File: config.mk
export PLATFORM = sky130hd
export DESIGN_NAME = sha256_byte_stream_hasher_unit
export DESIGN_NICKNAME = d
export VERILOG_FILES = /design/src/sv/sha256_pkg.sv /design/src/sv/sha256_compress.sv /design/src/sv/sha256_byte_stream_hasher_unit.sv
export SDC_FILE = /design/constraint.sdc
export NUM_CORES = 2
export LEC_CHECK = 0
export CAP_MARGIN = 20
export CORE_MARGIN = 3
export CORE_UTILIZATION = 30
export DETAILED_ROUTE_END_ITERATION = 10
export DONT_BUFFER_PORTS = 1
export GPL_TIMING_DRIVEN = 0
export PLACE_DENSITY_LB_ADDON = 0.05
export SYNTH_ARGS = -nofsm -noshare
export SYNTH_HDL_FRONTEND = slang
export SYNTH_SLANG_ARGS = --single-unit
File: constraint.sdc
create_clock -name clock -period 52.3 [get_ports clock]
set_input_delay 5.23 -clock clock [delete_from_list [all_inputs] [get_ports clock]]
set_output_delay 5.23 -clock clock [all_outputs]
set_load 0.1 [all_outputs]
File: src/sv/sha256_pkg.sv
package sha256_pkg;

   localparam int unsigned WORD_W   = 32;
   localparam int unsigned NUM_H    = 8;
   localparam int unsigned WIN_LEN  = 16;
   localparam int unsigned NUM_RND  = 64;

   localparam logic [7:0] PAD_BYTE   = 8'h80;
   localparam logic [5:0] LEN_OFFSET = 6'd56;

   // request kinds carried on req_tuser
   localparam logic [1:0] REQ_APPEND     = 2'd0;
   localparam logic [1:0] REQ_APPEND_FIN = 2'd1;
   localparam logic [1:0] REQ_FINISH     = 2'd2;

   localparam logic [31:0] INIT_H [NUM_H] = '{
      32'h6a09e667, 32'hbb67ae85, 32'h3c6ef372, 32'ha54ff53a,
      32'h510e527f, 32'h9b05688c, 32'h1f83d9ab, 32'h5be0cd19};

   localparam logic [31:0] ROUND_K [NUM_RND] = '{
      32'h428a2f98, 32'h71374491, 32'hb5c0fbcf, 32'he9b5dba5,
      32'h3956c25b, 32'h59f111f1, 32'h923f82a4, 32'hab1c5ed5,
      32'hd807aa98, 32'h12835b01, 32'h243185be, 32'h550c7dc3,
      32'h72be5d74, 32'h80deb1fe, 32'h9bdc06a7, 32'hc19bf174,
      32'he49b69c1, 32'hefbe4786, 32'h0fc19dc6, 32'h240ca1cc,
      32'h2de92c6f, 32'h4a7484aa, 32'h5cb0a9dc, 32'h76f988da,
      32'h983e5152, 32'ha831c66d, 32'hb00327c8, 32'hbf597fc7,
      32'hc6e00bf3, 32'hd5a79147, 32'h06ca6351, 32'h14292967,
      32'h27b70a85, 32'h2e1b2138, 32'h4d2c6dfc, 32'h53380d13,
      32'h650a7354, 32'h766a0abb, 32'h81c2c92e, 32'h92722c85,
      32'ha2bfe8a1, 32'ha81a664b, 32'hc24b8b70, 32'hc76c51a3,
      32'hd192e819, 32'hd6990624, 32'hf40e3585, 32'h106aa070,
      32'h19a4c116, 32'h1e376c08, 32'h2748774c, 32'h34b0bcb5,
      32'h391c0cb3, 32'h4ed8aa4a, 32'h5b9cca4f, 32'h682e6ff3,
      32'h748f82ee, 32'h78a5636f, 32'h84c87814, 32'h8cc70208,
      32'h90befffa, 32'ha4506ceb, 32'hbef9a3f7, 32'hc67178f2};

   typedef logic [31:0] word_type;
   typedef word_type [NUM_H-1:0] hash_type;

   // commands from the sequencer to the compression core
   typedef struct packed {
      logic       load_byte;
      logic [7:0] byte_val;
      logic       start;
      logic       reinit;
   } core_ctrl_type;

   typedef struct packed {
      logic busy;
      logic done;
   } core_stat_type;

   function automatic word_type rotr(input word_type v, input int unsigned n);
      rotr = (v >> n) | (v << (WORD_W - n));
   endfunction

   function automatic word_type big_sig0(input word_type v);
      big_sig0 = rotr(v, 2) ^ rotr(v, 13) ^ rotr(v, 22);
   endfunction

   function automatic word_type big_sig1(input word_type v);
      big_sig1 = rotr(v, 6) ^ rotr(v, 11) ^ rotr(v, 25);
   endfunction

   function automatic word_type small_sig0(input word_type v);
      small_sig0 = rotr(v, 7) ^ rotr(v, 18) ^ (v >> 3);
   endfunction

   function automatic word_type small_sig1(input word_type v);
      small_sig1 = rotr(v, 17) ^ rotr(v, 19) ^ (v >> 10);
   endfunction

endpackage

File: src/sv/sha256_compress.sv
module sha256_compress
   import sha256_pkg::*;
(
   input  logic          clock,
   input  logic          reset,
   input  core_ctrl_type ctrl,
   output core_stat_type stat,
   output hash_type      hash_words
);

   word_type       h_ff   [NUM_H];
   word_type       h_in   [NUM_H];
   word_type       v_ff   [NUM_H];
   word_type       v_in   [NUM_H];
   word_type       win_ff [WIN_LEN];
   word_type       win_in [WIN_LEN];
   logic [5:0]     rnd_ff, rnd_in;
   logic           busy_ff, busy_in;
   logic           add_ff, add_in;

   word_type       t1, t2, w_new, ch, maj;
   logic [WIN_LEN*WORD_W-1:0] win_flat;

   always_comb begin
      for (int i = 0; i < WIN_LEN; i++) begin
         win_flat[(WIN_LEN-1-i)*WORD_W +: WORD_W] = win_ff[i];
      end
      ch    = (v_ff[4] & v_ff[5]) ^ (~v_ff[4] & v_ff[6]);
      maj   = (v_ff[0] & v_ff[1]) ^ (v_ff[0] & v_ff[2]) ^ (v_ff[1] & v_ff[2]);
      t1    = v_ff[7] + big_sig1(v_ff[4]) + ch + ROUND_K[rnd_ff] + win_ff[0];
      t2    = big_sig0(v_ff[0]) + maj;
      w_new = small_sig1(win_ff[14]) + win_ff[9] + small_sig0(win_ff[1]) + win_ff[0];
   end

   always_comb begin
      h_in    = h_ff;
      v_in    = v_ff;
      win_in  = win_ff;
      rnd_in  = rnd_ff;
      busy_in = busy_ff;
      add_in  = 1'b0;
      if (busy_ff) begin
         // one round a cycle, schedule window slides along
         for (int i = 0; i < WIN_LEN - 1; i++) begin
            win_in[i] = win_ff[i+1];
         end
         win_in[WIN_LEN-1] = w_new;
         v_in[7] = v_ff[6];
         v_in[6] = v_ff[5];
         v_in[5] = v_ff[4];
         v_in[4] = v_ff[3] + t1;
         v_in[3] = v_ff[2];
         v_in[2] = v_ff[1];
         v_in[1] = v_ff[0];
         v_in[0] = t1 + t2;
         rnd_in  = rnd_ff + 6'd1;
         if (rnd_ff == 6'(NUM_RND - 1)) begin
            busy_in = 1'b0;
            add_in  = 1'b1;
         end
      end else if (add_ff) begin
         for (int i = 0; i < NUM_H; i++) begin
            h_in[i] = h_ff[i] + v_ff[i];
         end
      end else if (ctrl.start) begin
         v_in    = h_ff;
         rnd_in  = '0;
         busy_in = 1'b1;
      end else if (ctrl.load_byte) begin
         for (int i = 0; i < WIN_LEN - 1; i++) begin
            win_in[i] = win_flat[(WIN_LEN-1-i)*WORD_W - 8 +: WORD_W];
         end
         win_in[WIN_LEN-1] = {win_ff[WIN_LEN-1][23:0], ctrl.byte_val};
      end else if (ctrl.reinit) begin
         h_in = INIT_H;
      end
   end

   always_ff @(posedge clock) begin
      if (reset) begin
         h_ff    <= INIT_H;
         busy_ff <= 1'b0;
         add_ff  <= 1'b0;
         rnd_ff  <= '0;
      end else begin
         h_ff    <= h_in;
         busy_ff <= busy_in;
         add_ff  <= add_in;
         rnd_ff  <= rnd_in;
      end
   end

   always_ff @(posedge clock) begin
      v_ff   <= v_in;
      win_ff <= win_in;
   end

   always_comb begin
      for (int i = 0; i < NUM_H; i++) begin
         hash_words[i] = h_ff[i];
      end
      stat.busy = busy_ff | add_ff;
      stat.done = add_ff;
   end

endmodule

File: src/sv/sha256_byte_stream_hasher_unit.sv
// sha-256 over a byte stream
// req channel: one transfer per message byte. req_tuser selects append,
// append then finish, or finish without a byte (code 3 is dropped).
// req_tdata carries the byte.
// rsp channel: after a finish, eight transfers carry the digest words,
// word 0 first, with the word position on rsp_tuser and tlast on word 7.
// a byte that does not fill the block leaves req_tready high for the next
// byte. the byte that completes a 64-byte block starts the round unit,
// which runs the rounds and then the chaining add before the unit resumes.
// a finish feeds pad bytes one per cycle, except while a block compresses,
// and runs one or two compressions, then presents the eight words; a single
// shared round datapath serves every block.
// req_tready is low while a block is compressing, during padding and while
// digest words are being presented. if the receiver stalls, the current
// word simply holds until it is taken.
// reset: synchronous, restores the initial hash values, clears the byte
// count and the partial block count.
module sha256_byte_stream_hasher_unit
   import sha256_pkg::*;
(
   input  logic        clock,
   input  logic        reset,
   input  logic        req_tvalid,
   output logic        req_tready,
   input  logic [7:0]  req_tdata,   // [7:0] data_byte
   input  logic [1:0]  req_tuser,   // [1:0] req_type
   output logic        rsp_tvalid,
   input  logic        rsp_tready,
   output logic [31:0] rsp_tdata,   // [31:0] digest_word
   output logic [2:0]  rsp_tuser,   // [2:0] word_index
   output logic        rsp_tlast    // last_word
);

   typedef enum logic [4:0] {
      S_IDLE = 5'b00001,
      S_WAIT = 5'b00010,
      S_PAD  = 5'b00100,
      S_OUT  = 5'b01000,
      S_RSV  = 5'b10000
   } state_type;

   state_type     state_ff, state_in;
   logic [5:0]    fill_ff, fill_in;        // bytes held in the current block
   logic [60:0]   msg_ff, msg_in;          // message byte count, wraps
   logic          pad_ff, pad_in;          // a finish is in progress
   logic          pad_first_ff, pad_first_in;
   logic          pad_len_ff, pad_len_in;  // length field being written
   logic [2:0]    out_idx_ff, out_idx_in;
   logic          start_ff, start_in;

   core_ctrl_type ctrl;
   core_ctrl_type ctrl_q;
   core_stat_type cstat;
   hash_type      hash_words;

   logic          req_xfer, rsp_xfer;
   logic          put;
   logic [7:0]    put_val;
   logic [63:0]   bit_len;
   logic [2:0]    len_sel;

   sha256_compress u_core (
      .clock      (clock),
      .reset      (reset),
      .ctrl       (ctrl_q),
      .stat       (cstat),
      .hash_words (hash_words)
   );

   assign req_tready = (state_ff == S_IDLE);
   assign req_xfer   = req_tvalid & req_tready;
   assign rsp_tvalid = (state_ff == S_OUT);
   assign rsp_xfer   = rsp_tvalid & rsp_tready;
   assign rsp_tdata  = hash_words[out_idx_ff];
   assign rsp_tuser  = out_idx_ff;
   assign rsp_tlast  = (out_idx_ff == 3'd7);

   // bit length, big-endian, byte picked by position within the length field
   assign bit_len = {msg_ff, 3'b000};
   assign len_sel = 3'd7 - fill_ff[2:0];

   always_comb begin
      state_in     = state_ff;
      fill_in      = fill_ff;
      msg_in       = msg_ff;
      pad_in       = pad_ff;
      pad_first_in = pad_first_ff;
      pad_len_in   = pad_len_ff;
      out_idx_in   = out_idx_ff;
      put          = 1'b0;
      put_val      = req_tdata;
      ctrl         = '0;

      case (state_ff)
         S_IDLE: begin
            if (req_xfer) begin
               case (req_tuser)
                  REQ_APPEND: begin
                     put    = 1'b1;
                     msg_in = msg_ff + 61'd1;
                  end
                  REQ_APPEND_FIN: begin
                     put          = 1'b1;
                     msg_in       = msg_ff + 61'd1;
                     pad_in       = 1'b1;
                     pad_first_in = 1'b1;
                     pad_len_in   = 1'b0;
                     state_in     = S_PAD;
                  end
                  REQ_FINISH: begin
                     pad_in       = 1'b1;
                     pad_first_in = 1'b1;
                     pad_len_in   = 1'b0;
                     state_in     = S_PAD;
                  end
                  default: begin
                     // unused code, dropped
                  end
               endcase
            end
         end
         S_PAD: begin
            put          = 1'b1;
            pad_first_in = 1'b0;
            if (pad_first_ff) begin
               put_val = PAD_BYTE;
            end else if (!pad_len_ff && fill_ff != LEN_OFFSET) begin
               put_val = 8'h00;
            end else begin
               put_val    = bit_len[{len_sel, 3'b000} +: 8];
               pad_len_in = 1'b1;
            end
         end
         S_WAIT: begin
            if (cstat.done) begin
               if (!pad_ff) begin
                  state_in = S_IDLE;
               end else if (pad_len_ff) begin
                  state_in = S_OUT;
               end else begin
                  state_in = S_PAD;
               end
            end
         end
         S_OUT: begin
            if (rsp_xfer) begin
               out_idx_in = out_idx_ff + 3'd1;
               if (out_idx_ff == 3'd7) begin
                  // back to the initial values for the next message
                  ctrl.reinit = 1'b1;
                  msg_in      = '0;
                  fill_in     = '0;
                  pad_in      = 1'b0;
                  pad_len_in  = 1'b0;
                  state_in    = S_IDLE;
               end
            end
         end
         default: begin
            state_in = S_IDLE;
         end
      endcase

      // byte into the block; the 64th byte kicks off a compression
      if (put) begin
         ctrl.load_byte = 1'b1;
         ctrl.byte_val  = put_val;
         fill_in        = fill_ff + 6'd1;
         if (fill_ff == 6'd63) begin
            state_in = S_WAIT;
         end
      end
   end

   // start is issued the cycle after the last byte lands in the window
   assign start_in = put && (fill_ff == 6'd63);

   always_comb begin
      ctrl_q       = ctrl;
      ctrl_q.start = start_ff;
   end

   always_ff @(posedge clock) begin
      if (reset) begin
         state_ff     <= S_IDLE;
         fill_ff      <= '0;
         msg_ff       <= '0;
         pad_ff       <= 1'b0;
         pad_first_ff <= 1'b0;
         pad_len_ff   <= 1'b0;
         out_idx_ff   <= '0;
         start_ff     <= 1'b0;
      end else begin
         state_ff     <= state_in;
         fill_ff      <= fill_in;
         msg_ff       <= msg_in;
         pad_ff       <= pad_in;
         pad_first_ff <= pad_first_in;
         pad_len_ff   <= pad_len_in;
         out_idx_ff   <= out_idx_in;
         start_ff     <= start_in;
      end
   end

`ifndef SYNTHESIS
   a_no_overlap: assert property (@(posedge clock) disable iff (reset)
      !(req_tready && rsp_tvalid))
      else $error("input and result channel open together");

   a_done_in_wait: assert property (@(posedge clock) disable iff (reset)
      cstat.done |-> (state_ff == S_WAIT))
      else $error("compression finished outside of wait");

   a_wait_has_work: assert property (@(posedge clock) disable iff (reset)
      (state_ff == S_WAIT && !start_ff) |-> cstat.busy)
      else $error("waiting with no compression running");

   a_end_clears: assert property (@(posedge clock) disable iff (reset)
      (rsp_xfer && rsp_tlast) |=> (state_ff == S_IDLE && fill_ff == 6'd0 && msg_ff == 61'd0))
      else $error("state not cleared after digest");
`endif

endmodule
==> out/metrics.csv <==
metric;value;unit
numCtsBuffers;147;
pwr-share-clk;45.6;%
post_cts_resize_count;0;
internal_power;0.00161;W
p_sw;0.000587;W
syn_area;73400;µm²
tns;0;ns
synthMuxAreaShare;15.1;%
row_count;180;
cts_setup_buffers;0;
first_pass_iters;6;
nFillCells;24351;
synth_seq_cells;1111;
seqPwrFrac;43.7;%
io_buffers;0;
cp_slowest_cell;o31ai_1;
io_pins;52;
synth_cells;6632;
path_clk_slew;0.06;ns
synth_ff_type;edfxtp_1;
cts_tree;yes;
syn2layout_area_growth;14.1;%
seq_area_frac_synth;40.8;%
viasPerCell;5.39;
drive_above_1_share;17.6;%
regToRegSetupSlack;39.77;ns
sw_frac_of_total;26.6;%
synth_compound_area_share;13.1;%
dp_hpwl;249;mm
hold_end;fill_ff[5];
antenna_found_initial;20;
reg2reg_depth;38;
grt_pass1_wl;436;mm
max_stage_delay;0.79;ns
clockBufferDepth;3;
critPathLaunchType;flop;
clk_latency;0.81;ns
h-tree-depth;4;
overflow;0;
synth.net_count;7242;
drcViolationCount;0;
r2r-end;u_core.v_ff[255];
fin_worst_skew;0.0399;ns
ctsHoldBuffers;0;
regArea;29900;µm²
hold_class;flop to flop;
irDropWorstVdd;0.0000236;V
ant_nets;0;
drtIter0Drc;4668;
die_area;251000;µm²
min_period;12.53;ns
synth_area_per_cell;11.1;µm²
vias;54913;
critPathMaxFanout;10;
fin_nets;7477;
drt-total-wl;315;mm
critPathMostFrequentCell;a21oi_1;
yosysWarningCount;0;
status;completed;
fin_util;34.6;%
final_common_cell;mux2_2;
fmax;79.8;MHz
synth_top_family_by_area;multiplexers;
die_x;501;µm
cp.arrival;13.08;ns
slew_viol_final;0;
slew_headroom;16.0;%
cap_violations;0;
synth_edf_count;768;
root_buffer;clkbuf_16;
reg2reg_from;u_core.rnd_ff[0];
hold_path_startpoint;fill_ff[5];
endpoint_kind;flop;
max_slew.worst_pin.slew;1.25;ns
yosys.area_share.simple;8.21;%
gp_congestion;0.902;
post-route-period-util;24.0;%
multi_input_area;41300;µm²
die-height;501;µm
core_area;242000;µm²
first_global_vias;53975;
critPathKind;flop to flop;
ys_types;95;
start_util;30.3;%
avgRoutedWirePerCell;31.0;µm
clock-sinks;1111;
grt_max_degree;80;
hold_path_depth;1;
p_comb_share;10.7;%
finalSetupViolations;0;
synthXorXnorAreaFrac;7.36;%
powerDensity;26.3;nW/µm²
grtUsageTotal;24.5;%
most-common-layout-cells;792 x mux2_2, 768 x edfxtp_1, 452 x xnor2_1;
rsz0062_at_grt;false;
critical_path_required;52.85;ns
synthAdderAreaFrac;12.5;%
async_flop_share;0;%
hold_violations;0;
p_leak;29.6;nW
-- worst max path at each step --
stage	from	end	slack [ns]	cells after the start
final	u_core.rnd_ff[0]	u_core.v_ff[255]	39.77	38
after global routing	u_core.rnd_ff[0]	u_core.v_ff[255]	39.42	38
after CTS	u_core.rnd_ff[0]	u_core.v_ff[255]	39.93	38
after detailed placement	u_core.rnd_ff[0]	u_core.v_ff[255]	39.97	38
after global placement	req_tuser[1]	u_core.win_ff[358]	-12.53	5
after floorplan	req_tuser[1]	u_core.win_ff[0]	7.30	5
-- cell usage after synthesis, types with 11 or more instances --
| cell | n | area share (%) |
|---|---|---|
| a21o_1 | 187 | 1.9 |
| or3_1 | 31 | 0.26 |
| mux2_2 | 792 | 12 |
| inv_1 | 250 | 1.3 |
| mux2i_1 | 24 | 0.33 |
| fa_1 | 195 | 5.3 |
| nor4_1 | 15 | 0.13 |
| and2_1 | 17 | 0.14 |
| xor2_1 | 165 | 2.0 |
| a211o_1 | 15 | 0.18 |
| o21ai_0 | 264 | 1.8 |
| maj3_1 | 25 | 0.34 |
| a21oi_1 | 438 | 3.0 |
| o31ai_1 | 24 | 0.25 |
| a31oi_1 | 40 | 0.34 |
| clkbuf_1 | 284 | 1.5 |
| o21ai_1 | 37 | 0.25 |
| nor2_1 | 448 | 2.3 |
| o211ai_1 | 25 | 0.26 |
| ha_1 | 401 | 6.8 |
| nor3_1 | 87 | 0.59 |
| or2_2 | 14 | 0.12 |
| o21bai_1 | 53 | 0.54 |
| edfxtp_1 | 768 | 31 |
| and3_1 | 42 | 0.36 |
| o22ai_1 | 89 | 0.76 |
| o31a_1 | 15 | 0.18 |
| a211oi_1 | 50 | 0.51 |
| nand4_1 | 32 | 0.27 |
| nand3_1 | 85 | 0.58 |
| a22o_1 | 11 | 0.13 |
| mux4_2 | 84 | 2.6 |
| o21a_1 | 63 | 0.64 |
| a22oi_1 | 68 | 0.70 |
| nand2b_1 | 104 | 0.89 |
| xnor2_1 | 452 | 5.4 |
| dfxtp_1 | 343 | 9.4 |
| nand2_1 | 319 | 1.6 |
| buf_1 | 41 | 0.21 |
| nor2b_1 | 45 | 0.38 |
-- critical path, delay by kind of cell (launching register included) --
kind,cells,cell delay (ns)
AOI/OAI and AO/OA,17,4.57
adders and majority gates,7,2.83
buffers and inverters,7,2.04
and+or+nand+nor,3,1.31
xor gates and xnor gates,3,0.74
DFF,1,0.48
muxes,1,0.28
-- through the flow --
stage	power, W	worst slack, ns	cell area [µm²]	hold slack [ns]	std cells
5_1_grt	0.00229	39.42	83700	0.516	10175
4_1_cts	0.00224	39.93	83700	0.473	10169
2_1_floorplan	0.00114	7.30	73400	0.428	6632
3_3_place_gp	0.00124	-12.53	77400	0.443	9817
3_5_place_dp	0.00122	39.97	79000	0.460	9900
6_report	0.00220	39.77	83800	0.474	10181
-- per-layer routing --
layer	vias up	track usage (%)	wire length [µm]
met3	356	3.55	14500
met5	-	0	57
met4	8	6.90	9390
met1	28111	33.0	141000
met2	1484	40.9	150000
li1	24954	-	-
-- power by group through the flow --
stage	Clock (W)	Sequential [W]	Combinational, W
final	0.00100	0.000962	0.000236
after global routing	0.00107	0.000963	0.000253
after CTS	0.00104	0.000962	0.000237
after detailed placement	0	0.000981	0.000235
after global placement	0	0.00102	0.000229
after floorplan	0	0.000993	0.000151
-- flip-flops by register name, indices dropped and copies added, names as in the netlist --
| signal | cells |
|---|---|
| pad_len_ff | 1 |
| msg_ff | 61 |
| u_core.add_ff | 1 |
| u_core.v_ff | 256 |
| fill_ff | 6 |
| u_core.hash_words | 256 |
| rsp_tuser | 3 |
| u_core.rnd_ff | 6 |
| state_ff | 5 |
| start_ff | 1 |
| u_core.win_ff | 512 |
| pad_first_ff | 1 |
| u_core.busy_ff | 1 |
| pad_ff | 1 |
-- cell type report --
class,instances,share of cell area [%]
antenna,9,0.0269
buffer,327,1.50
clock buffer,196,4.83
clock inverter,73,0.777
inverter,258,1.17
multi-input combinational,4936,49.3
sequential,1111,35.7
tap,3185,4.76
timing repair buffer,86,1.91
-- cell families (layout without fill, tap and decap cells) --
kind of cell	after synthesis	after routing
AOI/OAI and AO/OA	1508	1508
xor gates and xnor gates	617	617
adders and majority gates	621	621
buffers and inverters	585	940
DFF	1111	1111
muxes	901	901
other	1	10
and+or+nand+nor	1288	1288
(Power assumes the default switching activity.)
